**config.mk**
```make
export PLATFORM = sky130hd
export DESIGN_NAME = peu_queue
export DESIGN_NICKNAME = d
export VERILOG_FILES = /design/src/design/particle_euler_update_top_macros.svh /design/src/design/peu_pkg.sv /design/src/design/peu_queue.sv
export SDC_FILE = /design/constraint.sdc
export NUM_CORES = 1
export LEC_CHECK = 0
export BUFFER_PORTS_ARGS = -buffer_cell sky130_fd_sc_hd__buf_2
export CORE_AREA = 2 2 238 240
export CTS_CLUSTER_DIAMETER = 150
export DETAILED_ROUTE_END_ITERATION = 10
export DIE_AREA = 0 0 240 242
export PLACE_DENSITY = 0.72
export SLEW_MARGIN = 20
export SYNTH_ARGS = -nofsm -noshare
export SYNTH_HDL_FRONTEND = slang
export SYNTH_SLANG_ARGS = --single-unit
```
**constraint.sdc**
```tcl
create_clock -name i_clk -period 26.5 [get_ports i_clk]
set_input_delay 6.625 -clock i_clk [delete_from_list [all_inputs] [get_ports i_clk]]
set_output_delay 6.625 -clock i_clk [all_outputs]
set_load 0.05 [all_outputs]
```
**src/design/particle_euler_update_top_macros.svh**
```systemverilog
// Assertion macros for the particle update block.
// Used by the top level; expects i_clk and i_rst_n in scope.
`ifndef PARTICLE_EULER_UPDATE_TOP_MACROS_SVH
`define PARTICLE_EULER_UPDATE_TOP_MACROS_SVH

// pre implies post on the same edge
`define PEU_ASSERT_IMPLY(lbl, pre, post, msg) \
    lbl: assert property (@(posedge i_clk) disable iff (!i_rst_n) (pre) |-> (post)) \
        else $error(msg);

// cond never holds
`define PEU_ASSERT_NEVER(lbl, cond, msg) \
    lbl: assert property (@(posedge i_clk) disable iff (!i_rst_n) !(cond)) \
        else $error(msg);

`endif

```
**src/design/peu_pkg.sv**
```systemverilog
// Shared types and constants for the particle update block.
// No dependencies.
package peu_pkg;

    typedef enum logic [1:0] {
        KIND_DEAD  = 2'd0,
        KIND_ALIVE = 2'd1,
        KIND_DIED  = 2'd2
    } t_kind;

    localparam logic [1:0] CFG_FRAME_STEP = 2'd0;
    localparam logic [1:0] CFG_CAMERA_X   = 2'd1;
    localparam logic [1:0] CFG_CAMERA_Y   = 2'd2;
    localparam logic [1:0] CFG_CAMERA_Z   = 2'd3;

    localparam logic [15:0] FRAME_STEP_RESET = 16'd1049;
    // half gravity, Q16.16
    localparam logic signed [32:0] GRAV_HALF = -33'sd321454;
    localparam logic [31:0] DIST_DIED = 32'hFFFF0000;
    localparam logic [31:0] Q16_MAX   = 32'h7FFFFFFF;
    localparam logic [31:0] Q16_MIN   = 32'h80000000;

    typedef struct packed {
        t_kind            kind;
        logic [15:0]      slot;
        logic [31:0]      life;
        logic [2:0][31:0] pos;
        logic [2:0][31:0] vel;
        logic [31:0]      size;
        logic [31:0]      colour;
    } t_item;

    typedef struct packed {
        t_item       item;
        logic [31:0] cam_dist;
    } t_result;

    typedef struct packed {
        logic full;
        logic empty;
    } t_q_stat;

endpackage

```
**src/design/peu_queue.sv**
```systemverilog
// Two-entry queue between the front end and the back end.
// Depends on peu_pkg.
module peu_queue (
    input  logic             i_clk,
    input  logic             i_rst_n,
    input  logic             i_push,
    input  peu_pkg::t_item   i_item,
    input  logic             i_pop,
    output peu_pkg::t_item   o_item,
    output peu_pkg::t_q_stat o_stat
);
    import peu_pkg::*;

    t_item      r_mem [2];
    logic       r_wp, r_rp;
    logic [1:0] r_cnt, n_cnt;

    assign o_item       = r_mem[r_rp];
    assign o_stat.full  = r_cnt == 2'd2;
    assign o_stat.empty = r_cnt == 2'd0;

    always_comb begin
        n_cnt = r_cnt + {1'b0, i_push} - {1'b0, i_pop};
    end

    always_ff @(posedge i_clk) begin
        if (i_push) begin
            r_mem[r_wp] <= i_item;
        end
    end

    always_ff @(posedge i_clk) begin
        if (!i_rst_n) begin
            r_wp  <= 1'b0;
            r_rp  <= 1'b0;
            r_cnt <= 2'd0;
        end else begin
            if (i_push) begin
                r_wp <= !r_wp;
            end
            if (i_pop) begin
                r_rp <= !r_rp;
            end
            r_cnt <= n_cnt;
        end
    end

endmodule

```
Word-level counts from Yosys, hierarchy flattened
Memories as Yosys holds them, arrays and structs flattened. A register that Yosys moved wholly into a read port is not among the register bits.
Cells that the tools add are included.
{"block": "classes", "addsub": 2, "n_eq_ne": 1, "muxes": 4, "reduce_logical": 3}
{"op": "1-bit two-way mux", "count": 4}
{"op": "2-bit by 1-bit adder with 2-bit output", "count": 1}
{"op": "2-bit equality test (second input constant)", "count": 1}
{"op": "1-bit logical NOT", "count": 2}
{"op": "2-bit logical NOT", "count": 1}
{"op": "2-bit by 1-bit subtractor with 2-bit output", "count": 1}
{"block": "word_totals", "reg_bits": 4, "ramBits": 612, "input_bits": 310, "output_inout_bits": 308, "word_cells": 14, "memories": 1}
{"memory": "r_mem", "depth": 2, "width": 306, "read_ports": 1, "rd_clocked_by_memory_dff": 1, "wr": 1, "line": "peu_queue.sv:14", "rtl": "t_item r_mem [2];"}

Depth between registers and ports, before layout
{"block": "depth", "depth_word": 3, "mapped_depth": 6, "depth_no_buf": 6}

Worst setup path before layout
OpenSTA, ideal clock, no wires.
{"block": "synth_path", "path_type": "input-to-reg", "start": "in i_push", "end": "reg r_wp", "setup_time_ns": 0.121, "t_arrival_ns": 20.783, "required_ns": 26.379, "setup_slack_ns": 5.596, "stages": 2, "path_buffers": 0, "path_cell_list": "nor2b_1 > o21a_1"}
{"item": "from (decl)", "line": "peu_queue.sv:6", "rtl": "input logic i_push,"}
{"item": "to (signal assigned)", "line": "peu_queue.sv:39", "rtl": "r_wp <= !r_wp;"}
{"item": "to (decl)", "line": "peu_queue.sv:15", "rtl": "logic r_wp, r_rp;"}

==> qor.yml <==
status:
  status: "finished clean"
worst_setup_path:
  worst_setup_path_start_kind: "flop"
  crit_path_max_fanout: 65
  endpoint_kind: "primary output"
  crit_top_cell: "buf_4"
  crit_required_ps: 19880
  crit_arrival_ps: 4790
  cp_top_family: "buffers and inverters"
  rrSetupSlack_ps: 22960
  max_stage_delay_ps: 1030
  crit_chain: "buf_4 -> buf_4 -> buf_4 -> mux2_4 -> buf_2"
  critPathKind: "flop to primary output"
  cpMaxStageDelayCell: "dfxtp_4"
  crit_buf_inv: 4
sta:
  maxSlewHeadroom_pct: 24.9
  rsz0062_at_grt: "false"
  finalCritPeriodShare_pct: 43.1
  fmax_mhz: 87.6
  tightest_slew_ps: 1130
  finalHoldViolCount: 0
  finalMaxSlewViolations: 0
  post-route-min-period_ps: 11410
  setup_tns_ps: 0
  setup_viol: 0
  clock_skew_ps: 26.9
clock_network:
  cts_buffer_depth: 3
  clk_pin_slew_ps: 60
  hold_buffers: 0
  cts_setup_buffers: 0
  cts_buffers: 67
  cts.sinks: 617
  ctsResizeCount: 0
  cts_tree: "built"
  clk-insertion-delay-late_ps: 580
  htreeDepth: 3
  clockRootBuffer: "clkbuf_16"
yosys:
  synth_ff_type: "edfxtp_1"
  yosysTopAreaCell: "edfxtp_1"
  synthArstFlopShare_pct: 0
  yosys-top-cells-count: "edfxtp_1, mux2_4, mux2_2"
  yosysWarnings: 0
  synth_top_area_share_pct: 78.9
  synth_edf_count: 612
  synthCells: 973
  yosys-top-cells-area: "edfxtp_1, mux2_4, mux2_2"
  ys_types: 14
  ys_ff_latch: 617
  syn-num-nets: 1285
  synth.most_common_cell: "edfxtp_1"
  synth_area_um2: 23300
  syn_avg_cell_area_um2: 23.9
  ys_seq_area_share_pct: 79.3
routing:
  first_pass_iters: 5
  viasPerCell: 4.68
  dr.first_iter.drc_count: 559
  routed_wirelength_um: 50500
  drc: 0
  wl_per_cell_um: 20.5
  postRouteAntennaNets: 0
  vias: 11519
grt:
  antenna_found_initial: 17
  grtUsageTotal_pct: 16.8
  grt_overflow: 0
  grt_pass1_wl_um: 72900
  grt_pass1_vias: 12220
  grt_max_degree: 160
floorplanning:
  core_area_um2: 55700
  dieArea_um2: 58100
  ios: 618
  num_rows: 87
  initial_utilization_pct: 41.8
  die_y_um: 242
  die_w_um: 240
job:
  drv_cap: 0
placement:
  hpwl_um: 34500
  io_buffers: 617
  gp_congestion: 0.860
  place_area_um2: 27100
power:
  p_leak_nw: 11.5
  vdd.ir_drop.worst_uv: 67.6
  p_per_area_nw_per_um2: 83.7
  total_power_w: 0.00245
final_layout:
  nFillCells: 4489
  final_cell_area_um2: 29300
  drive_gt1_share_pct: 60.9
  area_growth_pct: 25.9
  nets: 1949
  fin_util_pct: 52.6
hold_path:
  hold_class: "flop to flop"
metal layers:
layer  part of all wire, %  global-route usage, %  vias to the layer above
li1                      -                      -                     5243
met1                    37                   18.9                     5712
met2                    52                   29.0                      439
met3                   7.0                   4.87                      117
met4                   3.8                   8.29                        8
met5                  0.11                      0                        -
metrics by stage:
stage	hold WS, ps	worst slack, ps	std cells
after global placement	557	15680	2323
after floorplan	555	5600	973
after global routing	604	14770	2459
final	581	15090	2459
after detailed placement	563	15620	2323
after CTS	583	14980	2444
worst min-delay path: stages, from the launching register on:
cell,delay [ps]
dfxtp_1,330
xor2_1,70
and2_1,140
path summary, 6_finish.rpt:
check                          from                       to  cells after the start
setup / recovery               flop              o_item[244]                      5
hold / removal    r_rp$_SDFFE_PN0P_                     flop                      2
setup reg to reg  r_wp$_SDFFE_PN0P_  r_mem[0][293]$_DFFE_PP_                      3
hold reg to reg   r_rp$_SDFFE_PN0P_                     flop                      2
logic make-up (layout without fill, tap and decap cells):
family	after synthesis	count (layout)	synth area share [%]
flops	617	617	79.3
other cells	0	14	0
fa+ha+maj	2	2	0.107
mux	306	306	18.7
xor+xnor	2	2	0.134
buf+inv	36	752	1.51
compound gates	1	1	0.0322
simple gates	9	9	0.231
cell type report:
| type | count | area [um2] | area share [%] |
|---|---|---|---|
| diodes | 14 | 35.0 | 0.119 |
| clock buffers | 85 | 1810 | 6.16 |
| clock inverters | 36 | 365 | 1.25 |
| inverters | 2 | 7.51 | 0.0256 |
| multi-input cells | 320 | 4470 | 15.3 |
| flip-flops and latches | 617 | 18500 | 63.0 |
| well taps | 756 | 946 | 3.23 |
| repair buffers | 629 | 3210 | 10.9 |
sequential cells by signal (all words and copies together) (netlist names), named ones only:
register / cells
r_mem: 612
r_cnt: 2
r_rp: 1
r_wp: 1
layout by cell type (no fill, tap or decap), types with 2 or more instances in the layout:
master / synthesis / final
mux2_2: 66 / 66
mux2_4: 240 / 240
and2_1: 4 / 3
buf_2: 6 / 617
edfxtp_1: 612 / 612
nor2b_1: 4 / 3
dfxtp_1: 5 / 4
inv_6: 0 / 2
inv_1: 2 / 2
ha_1: 2 / 2
buf_4: 0 / 10
diode_2: 0 / 14
clkbuf_16: 0 / 70
clkinv_8: 0 / 3
clkinv_2: 0 / 7
bufinv_16: 0 / 6
clkbuf_1: 0 / 15
clkinv_1: 0 / 15
where the power goes:
part           total (W)  leakage (nW)  switching [W]  internal [W]
clock network   0.000911          1.06       0.000366      0.000544
logic           0.000395          4.61       0.000270      0.000125
registers        0.00115          5.79      0.0000180       0.00113
No activity file was read; power rests on OpenSTA's default activity.
