File: src/design/particle_euler_update_top_macros.svh
// Assertion macros for the particle update block.
// Used by the top level; expects i_clk and i_rst_n in scope.
`ifndef PARTICLE_EULER_UPDATE_TOP_MACROS_SVH
`define PARTICLE_EULER_UPDATE_TOP_MACROS_SVH

// pre implies post on the same edge
`define PEU_ASSERT_IMPLY(lbl, pre, post, msg) \
    lbl: assert property (@(posedge i_clk) disable iff (!i_rst_n) (pre) |-> (post)) \
        else $error(msg);

// cond never holds
`define PEU_ASSERT_NEVER(lbl, cond, msg) \
    lbl: assert property (@(posedge i_clk) disable iff (!i_rst_n) !(cond)) \
        else $error(msg);

`endif

File: src/design/peu_pkg.sv
// Shared types and constants for the particle update block.
// No dependencies.
package peu_pkg;

    typedef enum logic [1:0] {
        KIND_DEAD  = 2'd0,
        KIND_ALIVE = 2'd1,
        KIND_DIED  = 2'd2
    } t_kind;

    localparam logic [1:0] CFG_FRAME_STEP = 2'd0;
    localparam logic [1:0] CFG_CAMERA_X   = 2'd1;
    localparam logic [1:0] CFG_CAMERA_Y   = 2'd2;
    localparam logic [1:0] CFG_CAMERA_Z   = 2'd3;

    localparam logic [15:0] FRAME_STEP_RESET = 16'd1049;
    // half gravity, Q16.16
    localparam logic signed [32:0] GRAV_HALF = -33'sd321454;
    localparam logic [31:0] DIST_DIED = 32'hFFFF0000;
    localparam logic [31:0] Q16_MAX   = 32'h7FFFFFFF;
    localparam logic [31:0] Q16_MIN   = 32'h80000000;

    typedef struct packed {
        t_kind            kind;
        logic [15:0]      slot;
        logic [31:0]      life;
        logic [2:0][31:0] pos;
        logic [2:0][31:0] vel;
        logic [31:0]      size;
        logic [31:0]      colour;
    } t_item;

    typedef struct packed {
        t_item       item;
        logic [31:0] cam_dist;
    } t_result;

    typedef struct packed {
        logic full;
        logic empty;
    } t_q_stat;

endpackage

File: src/design/peu_front.sv
// Front end: accepts particle transactions, updates life, classifies and assigns slots.
// Depends on peu_pkg.
module peu_front #(
    parameter int POOL_SIZE = 65536
) (
    input  logic           i_clk,
    input  logic           i_rst_n,
    input  logic           i_valid,
    input  logic           i_frame_start,
    input  logic [287:0]   i_data,
    input  logic [15:0]    i_frame_step,
    input  logic           i_q_full,
    output logic           o_ready,
    output logic           o_push,
    output peu_pkg::t_item o_item
);
    import peu_pkg::*;

    localparam int CW = $clog2(POOL_SIZE + 1);
    localparam logic [CW-1:0] POOL_C  = CW'(POOL_SIZE);
    localparam logic [CW-1:0] POOL_M1 = CW'(POOL_SIZE - 1);

    logic [CW-1:0] r_cnt, n_cnt, cnt_base, slot_w;
    logic signed [31:0] life, life_new;
    logic alive_in;

    assign o_ready = !i_q_full;
    assign o_push  = i_valid && o_ready;

    always_comb begin
        life     = $signed(i_data[31:0]);
        life_new = life - $signed({16'd0, i_frame_step});
        alive_in = life > 32'sd0;
        cnt_base = i_frame_start ? '0 : r_cnt;
        slot_w   = '0;
        n_cnt    = cnt_base;
        if (alive_in) begin
            if (cnt_base < POOL_C) begin
                slot_w = cnt_base;
                n_cnt  = cnt_base + CW'(1);
            end else begin
                slot_w = POOL_M1;
            end
        end
        o_item.pos    = i_data[127:32];
        o_item.vel    = i_data[223:128];
        o_item.size   = i_data[255:224];
        o_item.colour = i_data[287:256];
        o_item.slot   = 16'(slot_w);
        if (!alive_in) begin
            o_item.kind = KIND_DEAD;
            o_item.life = life;
        end else if (life_new > 32'sd0) begin
            o_item.kind = KIND_ALIVE;
            o_item.life = life_new;
        end else begin
            o_item.kind = KIND_DIED;
            o_item.life = life_new;
        end
    end

    always_ff @(posedge i_clk) begin
        if (!i_rst_n) begin
            r_cnt <= '0;
        end else if (o_push) begin
            r_cnt <= n_cnt;
        end
    end

endmodule

File: config.mk
export PLATFORM = sky130hd
export DESIGN_NAME = peu_front
export DESIGN_NICKNAME = d
export VERILOG_FILES = /design/src/design/particle_euler_update_top_macros.svh /design/src/design/peu_pkg.sv /design/src/design/peu_front.sv
export SDC_FILE = /design/constraint.sdc
export NUM_CORES = 1
export LEC_CHECK = 0
export BUFFER_PORTS_ARGS = -buffer_cell sky130_fd_sc_hd__buf_4
export CORE_AREA = 2 2 239 241
export CTS_BUF_LIST = sky130_fd_sc_hd__clkbuf_4 sky130_fd_sc_hd__clkbuf_8 sky130_fd_sc_hd__clkbuf_16
export DETAILED_ROUTE_END_ITERATION = 12
export DIE_AREA = 0 0 241 243
export HOLD_SLACK_MARGIN = 0.1
export SYNTH_ARGS = -nofsm -noshare
export SYNTH_HDL_FRONTEND = slang
export SYNTH_SLANG_ARGS = --single-unit
File: constraint.sdc
create_clock -name i_clk -period 3.9 [get_ports i_clk]
set_input_delay 0.39 -clock i_clk [delete_from_list [all_inputs] [get_ports i_clk]]
set_output_delay 0.39 -clock i_clk [all_outputs]
set_load 0.005 [all_outputs]
; ---- After elaboration in Yosys (flattened, before gate mapping)
; Cells that the tools add are included.
; W data, S select, Z words.
[word_totals]
regBits = 17
latch_bits = 0
ramBits = 0
romBits = 0
wordCells = 16
n_memories = 0
[classes]
n_addsub = 2
multipliers = 0
div = 0
magnitude_cmp = 3
eq_ne = 0
shift = 0
mux = 8
bitwise_logic = 0
n_reduce_logical = 2
[ops]
columns = cell, count
row1 = $gt A32 B1 Y1 const B, 2
row2 = $mux W17, 3
row3 = $mux W16, 2
row4 = $mux W32, 1
row5 = $sub A32 B17 Y32, 1
row6 = $add A17 B1 Y17 const B, 1
row7 = $lt A17 B17 Y1 const B, 1
row8 = $mux W2, 2
row9 = $logic_and A1 B1 Y1, 1
row10 = $logic_not A1 Y1, 1

; ---- Longest topological paths before layout
[depth]
word_depth = 4
mapped_depth = 13

; ---- Worst setup path after synthesis
; No wires, ideal clock.
[synth_timing]
path_kind = input port to output port
startpoint = input i_data[0]
endpoint = output o_item[305] (netlist bit)
arrival_ns = 2.932
t_required_ns = 3.510
path_slack_ns = 0.578
path_stages = 12
path_buffers = 0
cell_sequence = inv_1 -> ha_1 -> fa_1 -> nor2b_1 -> o2111ai_1 -> a2111oi_0 -> nand2b_1 -> a21o_1 -> nand4_1 -> nor4_2 -> a41o_1 -> and2_1
[synth_lines]
columns = item, line_no
row1 = from (decl), peu_front.sv:10  ; input logic [287:0] i_data,
row2 = to (decl), peu_front.sv:15  ; output peu_pkg::t_item o_item

==> results.md <==
* Prevailing post-synth register cell: dfxtp_1
* FF+latch area at 340.3 µm²
* Vias per cell at approximately 3.4
* Crit end category: output pin
* Initial antenna violation count at 4
* Drt pass-1 iters at 4
* Power Dens Cells at about 170 nW/µm²
* Endpoints failing hold at 0
* Clock transition at path regs at around 0.05 ns
* Core footprint at 55,950 µm²
* Hold Crit Class: input port to flop
* Row count at between 80 and 90
* Count leader, synth: buf_4
* DRC errors left at 0
* Post-Syn Area at slightly above 5000 µm²
* Number of synthesized register bits at 17
* Synth top area share at around 38%
* Crit path max-delay family: simple AND/OR/NAND/NOR gates
* Detailed Route WL at between 20 and 30 mm
* Global route overflow at 0
* # IOs at 617
* Rel. slew slack at between 30% and 40%
* Die W at approximately 240 µm
* Crit-path cells: buf_4, inv_1, ha_1, fa_2, buf_4, xor2_1, nand4b_1, a221o_2, nor4_2, nand4_1, nor4_2, a41o_1, buf_6, and2_4, buf_6
* Detailed Route Iter0 Violations at 261
* R2R Path Start: r_cnt[3]
* RSZ-0062 raised after global routing: yes
* Worst-Margin Slew at around 0.95 ns
* Critical path launch point type: input port
* CP Data Required Time at ~3.5 ns
* CP arrival at about 3.4 ns
* Final nets at 940
* PortBufs at ~100
* Die Area at between 50,000 and 60,000 µm²
* Post-Synthesis Net Count at 1,073
* Final ANT Viol Nets at 0
* Gpl congestion at 0.9161
* Worst Min Path Start: i_rst_n
* R2R Setup Slk at around 1.6 ns
* Post-CTS Hold Buffers at 0
* Area contributors post-synth: buf_4, dfxtp_1, nand2_1, ha_1, o21ai_0
* Setup Viol. Count Final at 0
* Fin Hold WS at between 0.4 and 0.5 ns
* Starting Density at approximately 9.2%
* Layout cell share with drive strength beyond 1 at 31.26%
* Max-slew violation count at 0
* CP startpoint: i_data[0]
* Clock Sinks at 17
* H-tree depth at 1
* Fin crit share at 96.89%
* Peak VDD IR at ~0.21 mV
* Met2 Use GR at 12.97%
* Outcome: complete, no violations
* Top reg by flops: r_cnt
* Placed wire-length estimate at approximately 23 mm
* Die height at between 200 and 250 µm
* Synth area leader: buf_4
* Max FO, Critical Path at 3
* Clock tree buffer depth at 2
* Area of the multi-input gates at around 2800 µm²
* GRT met1 Usage at 9.115%
* Max FFs per register at 17
* Register area share after synthesis at ~6.6%
* Avg Inst Size Synth at 6.893 µm²
* Area growth from synthesis to layout at 4.849%
* DR WL/cell at approximately 19 µm
* Min cycle time layout at about 3.8 ns
* Fin Clk Skew at 0.001909 ns
* Filler cell count at roughly 6,600
* Syn Inst Count at between 700 and 800
* Post-synth EDFFs at 0
* Static Leak at about 0.0020 µW
* Total track usage at under 10%
* MaxCap Viol Count at 0
* Slowest cell on the critical path: fa_2
* First-pass GRT wire length at ~36 mm
* PnR worst setup slack at approximately 0.12 ns
* CTS tree: built
* Fmax achieved at around 260 MHz
* Synth top cells by count: buf_4, nand2_1, nor2_1
* Synth warn at 0
* Clock Latency Late Sink at ~0.25 ns
* WP buf/inv at 5
* Worst slack, placed at -0.1754 ns
* Async set or reset register ratio after synthesis at 0%
* Met3 Use GR at roughly 4.3%
* Crit-path max cell delay at ~0.37 ns
* Clock Tree Root: clkbuf_16
* Clock buffer count from CTS at 3
* WS Path Type: input port to output pin
* Via Count at between 4,000 and 5,000
* Largest regs: r_cnt x17
* Grt peak-use layer: met2
* Yosys cell types at 66
* Largest net degree at the start of global routing at 36
* Number of global-route vias before repair at approximately 4,600
[layout by cell type (no fill, tap or decap), types with 6 or more instances in the layout]
master / count
o21ai_0: 38
nor2b_1: 7
ha_1: 16
a31oi_1: 8
and3_1: 6
xor2_1: 10
nor3_1: 12
o21a_1: 20
inv_1: 24
nor4_1: 10
nor2_1: 44
nand3_1: 8
dfxtp_1: 17
nand4_1: 11
a21oi_1: 30
or4_1: 7
nand2_1: 62
or3_1: 6
xnor2_1: 20
and2_1: 10
buf_4: 145
[worst paths after layout]
kind,endpoint,depth (start not counted)
worst max-delay path,o_item[305],15
worst min-delay path,r_cnt[12],2
worst max register to register,r_cnt[14],8
worst min register to register,r_cnt[14],1
[through the flow]
stage	setup TNS [ns]	utilization (%)	instances	cell area, µm²	total power (µW)
CTS	0	9.495	1366	5313	944.5
global route	-0.006300	9.609	1367	5376	1004
global placement	-0.1590	9.186	1361	5140	717.0
detailed placement	-0.2404	9.186	1361	5140	713.2
finish	0	9.623	1370	5384	937.3
floorplan	0	-	745	5135	639.4
[routing by layer]
layer	part of all wire [%]	up-vias	wire [µm]
li1	-	2041	-
met2	43	374	11320
met1	35	2044	9264
met5	0.087	-	23
met3	14	154	3833
met4	7.6	4	2003
[layout make-up]
class | count | share of cell area, %
antenna | 3 | 0.1394
clock buffer | 4 | 1.534
inverter | 25 | 1.743
multi-input combinational | 416 | 51.41
sequential | 17 | 6.321
tap | 756 | 17.57
timing repair buffer | 149 | 21.29
[kinds of logic after synthesis]
kind of cell,share of synthesized area [%]
and+or+nand+nor,21.78
AOI/OAI and AO/OA,18.76
DFF,6.628
buffers and inverters,41.89
adders and majority gates,4.776
muxes,1.048
xor gates and xnor gates,5.117
[where the power goes]
part           switching [µW]  internal (µW)  leakage, µW
logic                     311            234      0.00180
registers               0.445            174     0.000137
clock network            71.0            146    0.0000416
[timing repair]
action                                  in CTS  in global routing
gates resized for setup                     14                 14
pin swaps                                    5                  2
buffers inserted                             1                  1
endpoints found under the setup margin       2                  2
No activity file was read; power rests on OpenSTA's default activity.
