[src/design/particle_euler_update_top_macros.svh]
// Assertion macros for the particle update block.
// Used by the top level; expects i_clk and i_rst_n in scope.
`ifndef PARTICLE_EULER_UPDATE_TOP_MACROS_SVH
`define PARTICLE_EULER_UPDATE_TOP_MACROS_SVH

// pre implies post on the same edge
`define PEU_ASSERT_IMPLY(lbl, pre, post, msg) \
    lbl: assert property (@(posedge i_clk) disable iff (!i_rst_n) (pre) |-> (post)) \
        else $error(msg);

// cond never holds
`define PEU_ASSERT_NEVER(lbl, cond, msg) \
    lbl: assert property (@(posedge i_clk) disable iff (!i_rst_n) !(cond)) \
        else $error(msg);

`endif

[src/design/peu_pkg.sv]
// Shared types and constants for the particle update block.
// No dependencies.
package peu_pkg;

    typedef enum logic [1:0] {
        KIND_DEAD  = 2'd0,
        KIND_ALIVE = 2'd1,
        KIND_DIED  = 2'd2
    } t_kind;

    localparam logic [1:0] CFG_FRAME_STEP = 2'd0;
    localparam logic [1:0] CFG_CAMERA_X   = 2'd1;
    localparam logic [1:0] CFG_CAMERA_Y   = 2'd2;
    localparam logic [1:0] CFG_CAMERA_Z   = 2'd3;

    localparam logic [15:0] FRAME_STEP_RESET = 16'd1049;
    // half gravity, Q16.16
    localparam logic signed [32:0] GRAV_HALF = -33'sd321454;
    localparam logic [31:0] DIST_DIED = 32'hFFFF0000;
    localparam logic [31:0] Q16_MAX   = 32'h7FFFFFFF;
    localparam logic [31:0] Q16_MIN   = 32'h80000000;

    typedef struct packed {
        t_kind            kind;
        logic [15:0]      slot;
        logic [31:0]      life;
        logic [2:0][31:0] pos;
        logic [2:0][31:0] vel;
        logic [31:0]      size;
        logic [31:0]      colour;
    } t_item;

    typedef struct packed {
        t_item       item;
        logic [31:0] cam_dist;
    } t_result;

    typedef struct packed {
        logic full;
        logic empty;
    } t_q_stat;

endpackage

[src/design/peu_back.sv]
// Back end: Euler step on one shared multiplier, squared distance, bit-serial square root.
// Depends on peu_pkg.
module peu_back (
    input  logic               i_clk,
    input  logic               i_rst_n,
    input  peu_pkg::t_item     i_item,
    input  logic               i_empty,
    input  logic [15:0]        i_frame_step,
    input  logic [2:0][31:0]   i_cam,
    input  logic               i_ready,
    output logic               o_pop,
    output logic               o_valid,
    output peu_pkg::t_result   o_result
);
    import peu_pkg::*;

    typedef enum logic [6:0] {
        S_IDLE = 7'b0000001,
        S_MUL  = 7'b0000010,
        S_ADD  = 7'b0000100,
        S_SQ   = 7'b0001000,
        S_ACC  = 7'b0010000,
        S_ROOT = 7'b0100000,
        S_DONE = 7'b1000000
    } t_state;

    t_state r_state, n_state;
    t_item  r_item, n_item;
    logic [1:0] r_step, n_step, ax;
    logic signed [49:0] r_prod, n_prod;
    logic [61:0] r_sq, n_sq;
    logic [63:0] r_sum, n_sum;
    logic r_sat, n_sat;
    logic [34:0] r_rem, n_rem;
    logic [31:0] r_root, n_root;
    logic [4:0] r_iter, n_iter;
    logic [31:0] r_dist, n_dist;
    logic r_ovalid, n_ovalid;
    t_result r_out, n_out;

    logic signed [32:0] mul_a;
    logic signed [16:0] mul_b;
    logic [49:0] pmag;
    logic [33:0] rnd;
    logic signed [34:0] delta, base, upd;
    logic [31:0] upd_sat;
    logic signed [32:0] diff;
    logic [32:0] dmag;
    logic [34:0] rem_sh, trial;
    logic [31:0] dist_w;

    assign o_valid  = r_ovalid;
    assign o_result = r_out;

    always_comb begin
        ax    = r_step - 2'd1;
        mul_a = (r_step == 2'd0) ? GRAV_HALF
                                 : $signed({r_item.vel[ax][31], r_item.vel[ax]});
        mul_b = $signed({1'b0, i_frame_step});

        pmag  = r_prod[49] ? 50'(-r_prod) : 50'(r_prod);
        rnd   = 34'((pmag + 50'h8000) >> 16);
        delta = r_prod[49] ? -$signed({1'b0, rnd}) : $signed({1'b0, rnd});
        base  = (r_step == 2'd0) ? $signed({{3{r_item.vel[1][31]}}, r_item.vel[1]})
                                 : $signed({{3{r_item.pos[ax][31]}}, r_item.pos[ax]});
        upd   = base + delta;
        if (upd[34:31] == 4'b0000 || upd[34:31] == 4'b1111) begin
            upd_sat = upd[31:0];
        end else begin
            upd_sat = upd[34] ? Q16_MIN : Q16_MAX;
        end

        diff = $signed({r_item.pos[r_step][31], r_item.pos[r_step]})
             - $signed({i_cam[r_step][31], i_cam[r_step]});
        dmag = diff[32] ? 33'(-diff) : 33'(diff);

        rem_sh = {r_rem[32:0], r_sum[63:62]};
        trial  = {1'b0, r_root, 2'b01};

        if (r_item.kind == KIND_ALIVE) begin
            dist_w = (r_sat || r_root[31]) ? Q16_MAX : r_root;
        end else begin
            dist_w = r_dist;
        end
    end

    always_comb begin
        n_state  = r_state;
        n_item   = r_item;
        n_step   = r_step;
        n_prod   = r_prod;
        n_sq     = r_sq;
        n_sum    = r_sum;
        n_sat    = r_sat;
        n_rem    = r_rem;
        n_root   = r_root;
        n_iter   = r_iter;
        n_dist   = r_dist;
        n_out    = r_out;
        n_ovalid = r_ovalid && !i_ready;
        o_pop    = 1'b0;
        unique case (r_state)
            S_IDLE: begin
                if (!i_empty) begin
                    o_pop  = 1'b1;
                    n_item = i_item;
                    n_step = 2'd0;
                    n_dist = (i_item.kind == KIND_DIED) ? DIST_DIED : 32'd0;
                    n_state = (i_item.kind == KIND_ALIVE) ? S_MUL : S_DONE;
                end
            end
            S_MUL: begin
                n_prod  = mul_a * mul_b;
                n_state = S_ADD;
            end
            S_ADD: begin
                if (r_step == 2'd0) begin
                    n_item.vel[1] = upd_sat;
                end else begin
                    n_item.pos[ax] = upd_sat;
                end
                if (r_step == 2'd3) begin
                    n_step  = 2'd0;
                    n_sum   = '0;
                    n_sat   = 1'b0;
                    n_state = S_SQ;
                end else begin
                    n_step  = r_step + 2'd1;
                    n_state = S_MUL;
                end
            end
            S_SQ: begin
                if (dmag[32] || dmag[31]) begin
                    n_sat = 1'b1;
                end
                n_sq    = dmag[30:0] * dmag[30:0];
                n_state = S_ACC;
            end
            S_ACC: begin
                n_sum = r_sum + 64'(r_sq);
                if (r_step == 2'd2) begin
                    n_iter  = 5'd31;
                    n_rem   = '0;
                    n_root  = '0;
                    n_state = S_ROOT;
                end else begin
                    n_step  = r_step + 2'd1;
                    n_state = S_SQ;
                end
            end
            S_ROOT: begin
                n_sum = {r_sum[61:0], 2'b00};
                if (rem_sh >= trial) begin
                    n_rem  = rem_sh - trial;
                    n_root = {r_root[30:0], 1'b1};
                end else begin
                    n_rem  = rem_sh;
                    n_root = {r_root[30:0], 1'b0};
                end
                n_iter = r_iter - 5'd1;
                if (r_iter == 5'd0) begin
                    n_state = S_DONE;
                end
            end
            S_DONE: begin
                if (!r_ovalid || i_ready) begin
                    n_out.item     = r_item;
                    n_out.cam_dist = dist_w;
                    n_ovalid       = 1'b1;
                    n_state        = S_IDLE;
                end
            end
            default: begin
                n_state = S_IDLE;
            end
        endcase
    end

    always_ff @(posedge i_clk) begin
        r_item <= n_item;
        r_step <= n_step;
        r_prod <= n_prod;
        r_sq   <= n_sq;
        r_sum  <= n_sum;
        r_sat  <= n_sat;
        r_rem  <= n_rem;
        r_root <= n_root;
        r_iter <= n_iter;
        r_dist <= n_dist;
        r_out  <= n_out;
    end

    always_ff @(posedge i_clk) begin
        if (!i_rst_n) begin
            r_state  <= S_IDLE;
            r_ovalid <= 1'b0;
        end else begin
            r_state  <= n_state;
            r_ovalid <= n_ovalid;
        end
    end

endmodule
[config.mk]
export PLATFORM = sky130hd
export DESIGN_NAME = peu_back
export DESIGN_NICKNAME = d
export VERILOG_FILES = /design/src/design/particle_euler_update_top_macros.svh /design/src/design/peu_pkg.sv /design/src/design/peu_back.sv
export SDC_FILE = /design/constraint.sdc
export NUM_CORES = 2
export LEC_CHECK = 0
export BUFFER_PORTS_ARGS = -buffer_cell sky130_fd_sc_hd__buf_2
export CORE_MARGIN = 2
export CORE_UTILIZATION = 40
export CTS_CLUSTER_SIZE = 25
export DETAILED_ROUTE_END_ITERATION = 8
export GPL_ROUTABILITY_DRIVEN = 1
export PLACE_DENSITY_LB_ADDON = 0.08
export SLEW_MARGIN = 0
export SYNTH_ARGS = -nofsm -noshare
export SYNTH_HDL_FRONTEND = slang
export SYNTH_SLANG_ARGS = --single-unit
[constraint.sdc]
create_clock -name i_clk -period 41.2 [get_ports i_clk]
set_input_delay 2.06 -clock i_clk [delete_from_list [all_inputs] [get_ports i_clk]]
set_output_delay 2.06 -clock i_clk [all_outputs]
set_load 0.005 [all_outputs]
## After elaboration in Yosys (flattened, before gate mapping)

Index checks and enable logic that the tools add are counted.

- Equality and inequality tests: 22
- $mul: 2
- Add/subtract/negate cells: 11
- Reductions and logical operators: 25
- Muxes and demuxes: 54
- Magnitude comparators: 4
- Bitwise gates (word level): 1

Operators with widths:

| cell | number |
|---|---|
| $mux 32 | 12 |
| $bmux 32 s2 | 4 |
| $mux 256 | 1 |
| $pmux 64 s3 | 1 |
| $pmux 96 s2 | 1 |
| $mux 33 | 4 |
| $pmux 32 s2 | 2 |
| $bwmux 96 | 1 |
| $mux 96 | 1 |
| $mux 35 | 2 |
| $pmux 33 s2 | 1 |
| $add 64x62->64 | 1 |
| $demux 32 s2 | 1 |
| $mux 64 | 1 |
| $mul 31x31->62 | 1 |
| $add 50x16->50 const B | 1 |
| $mul 33x17->50 | 1 |
| $mux 50 | 1 |
| $neg 50->50 | 1 |
| $pmux 7 s7 | 1 |
| $add 35x35->35 | 1 |
| $ge 35x34->1 | 1 |
| $neg 34->35 | 1 |
| $neg 33->33 | 1 |
| 38 further kinds | 76 |

- Word-level logic and storage cells: 153
- Flip-flop bits (word level): 933

## Logic depth before layout (Yosys ltp)

- Word-level depth: 12
- Depth in mapped cells: 55
- Mapped depth without buffers: 52

## Least setup slack after synthesis

OpenSTA, ideal clock, no wires.

- Path type: input-to-reg
- From: in i_ready
- To: reg r_out, in the netlist o_result[0] (enable)
- Setup time: 1.081 ns
- Setup slack: 23.147 ns
- Stages on the path: 2
- Data required time: 40.119 ns
- Buffers on the path: 0
- Arrival time: 16.972 ns
- Cells stage by stage: nand2b_1 nor2b_1

- Word-level cells in the longest chain between the ends: 2

RTL lines:

| item | RTL line | RTL |
|---|---|---|
| from (decl) | peu_back.sv:10 | `input logic i_ready,` |
| $logic_or 1x1->1 | peu_back.sv:166 | `if (!r_ovalid \|\| i_ready) begin` |
| $reduce_and 2->1 (no source line) | n/a |  |
| to (signal assigned) | peu_back.sv:190 | `r_out <= n_out;` |
| to (decl) | peu_back.sv:39 | `t_result r_out, n_out;` |

No other way between the ends.
A chain may end at the register's enable or synchronous reset.

## Worst setup path in the final report

- From: reg r_step[1]
- To: reg r_sq[61], data pin

- Word-level cells in the longest chain between the ends: 6
- Elaborated cells between the ends (all ways): 8
- Those cells by class: add/sub (2); mul (1); mux (5)

RTL lines:

| item | RTL line | RTL |
|---|---|---|
| from (decl) | peu_back.sv:29 | `logic [1:0] r_step, n_step, ax;` |
| from (signal assigned) | peu_back.sv:181 | `r_step <= n_step;` |
| $bmux 32 s2 (on tied branches) | peu_back.sv:73, peu_back.sv:74 |  |
| $mux 32 (on tied branches) | peu_back.sv:73, peu_back.sv:74 |  |
| $sub 32x32->33 * | peu_back.sv:74 | `- $signed({i_cam[r_step][31], i_cam[r_step]});` |
| $neg 33->33 | peu_back.sv:75 | `dmag = diff[32] ? 33'(-diff) : 33'(diff);` |
| $mux 33 * | peu_back.sv:75 |  |
| $mul 31x31->62 * | peu_back.sv:136 | `n_sq = dmag[30:0] * dmag[30:0];` |
| to (signal assigned) | peu_back.sv:183 | `r_sq <= n_sq;` |
| to (decl) | peu_back.sv:31 | `logic [61:0] r_sq, n_sq;` |

Mark *: on every way between the ends. The rest lies on a longest branch, timed or not. The select of a mux whose other input is x is not followed.

==> out/results.txt <==
status -> finished clean
Core Box Area -> 0.224 mm2
Synth Area in Adders -> 35.2%
Final Hold Vio Count -> 0
share of layout cells above drive strength 1 -> 13.2%
most common cell after layout, fill and taps aside -> inv_1
Resize count post-CTS -> 0
Synth Area in Compound Gates -> 10.1%
nets@finish -> 11600
CP most frequent cell -> fa_1
simple-gate share of the synthesized area -> 11.0%
Buf/Inv on CP -> 9
initial antenna violation count -> 86
R2R setup slack -> 24.91 ns
Root Buffer -> clkbuf_16
global route overflow -> 0
clock sinks -> 901
Hold Path Stages -> 0
most frequent cells in the layout -> inv_1, fa_1, nand2_1
Rows -> 174
FILL cells -> 21600
Slew Limit Fails -> 0
Routed Antenna Nets -> 0
Hold Startpoint -> r_item[43]
Hold WC Path Type -> reg -> reg
Max-Cap Viols -> 0
CP max stage cell -> clkinv_1
HPWL Detailed -> 268000 um
First-pass DRT Iterations -> 8
critical path type -> reg -> reg
CTS buffer count -> 107
deepest clock path buffer count -> 3
Worst Hold Path EP -> o_result[75]
Worst Max-Slew Pin Slew -> 1.23 ns
number of remaining DRC errors -> 0
total track usage -> 29.4%
Synth warnings -> 0
CP max stage delay -> 0.79 ns
Synth Cell Area -> 0.0902 mm2
FF-to-FF Start -> r_step[1]
Setup Fix Bufs, Post-CTS -> 0
RSZ-0062 raised after global routing -> false
Syn-to-layout area delta -> 12.4%
Synth Area in XOR/XNOR -> 3.63%
Main synth FF type -> edfxtp_1
die area -> 0.229 mm2
Final Critical Period -> 16.29 ns
gpl congestion -> 0.938
crit path launch type -> register
routed len/inst -> 27.0 um
Initial DRC Count -> 5870
Max Clock Skew -> 0.101 ns
final setup violation count -> 0
worst r2r path cells -> 49
Slew HR -> 17.3%
PortBufs -> 761
register area share after synthesis -> 29.9%
RR Endpoint -> r_sq[61]
I/O pin count -> 762
Initial Util -> 40.2%
CTS clk-pin slew, worst paths -> 0.06 ns
ys async rst share -> 0%
syn nets -> 10900
largest family of logic cells by synthesized area -> adder cells
die height -> 479 um
hold buffers post-CTS -> 0
largest net degree at the start of global routing -> 150
WL final -> 338000 um
multiplexer area fraction after synthesis -> 1.91%
Setup crit end kind -> register
later-pin clock latency in the skew report -> 0.84 ns
Syn Inst Count -> 8717
worst-path maximum fanout -> 34
Vias/cell -> 5.44
CTS H-tree depth -> 3
Sum Neg Setup Slack -> 0 ns
DIE WIDTH -> 479 um
WP data required -> 41.74 ns
CP top delay family -> compound AO/OA/AOI/OAI gates
fmax -> 61.4 MHz
syn avg cell area -> 10.3 um2
vias -> 67900
vias in the first global route -> 69800
Netlist cell types -> 101
first-pass GRT wire length -> 490000 um
data arrival time of the critical path -> 16.83 ns
EDFF count, synth -> 893
fin crit share -> 39.5%
Synth Register Bits -> 901
TritonCTS clock tree -> done
[sequential cells by signal, indices dropped and copies added (netlist names)]
| register | cells |
|---|---|
| o_result | 338 |
| r_dist | 1 |
| r_sq | 61 |
| r_step | 2 |
| r_item | 306 |
| r_sum | 64 |
| r_rem | 33 |
| r_iter | 5 |
| r_prod | 50 |
| r_state | 7 |
| r_sat | 1 |
| r_root | 32 |
| o_valid | 1 |
[final cells by class]
class / instances / area [um2] / share of cell area [%]
Timing Repair Buffer: 904 / 4910 / 4.84
Antenna cell: 30 / 75.1 / 0.0741
Sequential cell: 901 / 27000 / 26.6
Clock buffer: 123 / 2740 / 2.70
Tap cell: 2992 / 3740 / 3.69
Multi-Input combinational cell: 5859 / 56100 / 55.4
Inverter: 1610 / 6040 / 5.96
Clock inverter: 73 / 744 / 0.735
[worst register-to-register path, delay by kind of cell, from the launching register on]
kind | cells | cell delay, ns
compound gates | 16 | 4.36
xor+xnor | 3 | 0.54
fa+ha+maj | 10 | 4.31
buf+inv | 9 | 2.32
flops | 1 | 0.37
simple gates | 11 | 4.16
[synth_stat cells (28+ instances only)]
cell | n | area [um2]
inv_1 | 1600 | 6010
fa_1 | 1247 | 25000
nand2_1 | 933 | 3500
edfxtp_1 | 893 | 26800
ha_1 | 544 | 6810
nor2_1 | 541 | 2030
a21oi_1 | 381 | 1910
clkbuf_1 | 299 | 1120
o21ai_0 | 284 | 1420
xnor2_1 | 256 | 2240
and2_1 | 217 | 1360
a21o_1 | 141 | 1060
xor2_1 | 116 | 1020
mux2i_1 | 98 | 981
a221o_1 | 92 | 921
nand3_1 | 84 | 420
nor3_1 | 83 | 415
mux2_2 | 66 | 743
nand2b_1 | 55 | 344
a31oi_1 | 47 | 294
nor2b_1 | 46 | 288
a22oi_1 | 45 | 338
and3_1 | 43 | 269
o21bai_1 | 38 | 285
a31o_2 | 31 | 272
buf_1 | 30 | 113
o21a_1 | 30 | 225
o31ai_1 | 28 | 210
[cells by family (layout without fill, tap and decap cells)]
logic type / after synthesis / after routing
flip-flops: 901 / 901
AO/OA/AOI/OAI: 1362 / 1362
other: 0 / 30
AND/OR/NAND/NOR: 2169 / 2169
multiplexers: 164 / 164
adder cells (fa/ha/maj): 1791 / 1791
buffers and inverters: 1957 / 2710
XOR/XNOR: 373 / 373
[worst max-delay path by stage]
stage                     cells after the start     endpoint  startpoint  slack [ns]
after floorplan                               2  o_result[0]     i_ready       23.15
after global placement                       48     r_sq[61]   i_cam[73]       24.57
after detailed placement                     47     r_sq[61]   i_cam[73]       24.47
after CTS                                    49     r_sq[61]   r_step[1]       24.99
after global routing                         49     r_sq[61]   r_step[1]       23.93
final                                        49     r_sq[61]   r_step[1]       24.91
[metrics by stage]
| step | cell area (um2) | utilization (%) | hold slack, ns | setup slack (ns) | cells |
|---|---|---|---|---|---|
| CTS | 101000 | 45.1 | 0.361 | 24.99 | 12500 |
| floorplan | 90200 | - | 0.400 | 23.15 | 8717 |
| finish | 101000 | 45.2 | 0.357 | 24.91 | 12500 |
| global route | 101000 | 45.1 | 0.370 | 23.93 | 12500 |
| detailed placement | 97800 | 43.6 | 0.405 | 24.47 | 12300 |
| global placement | 97800 | 43.6 | 0.400 | 24.57 | 12300 |
[per-layer routing]
layer	share of wire, %	vias to the layer above	GRT usage, %
met5	0.032	-	0
met4	4.2	16	10.9
met3	7.1	526	4.94
met2	46	2598	47.5
met1	42	34900	39.9
li1	-	29900	-
Power is left out: the tool's default activity adds up to more than one toggle a clock period on the data nets, which glitch-free logic cannot reach.
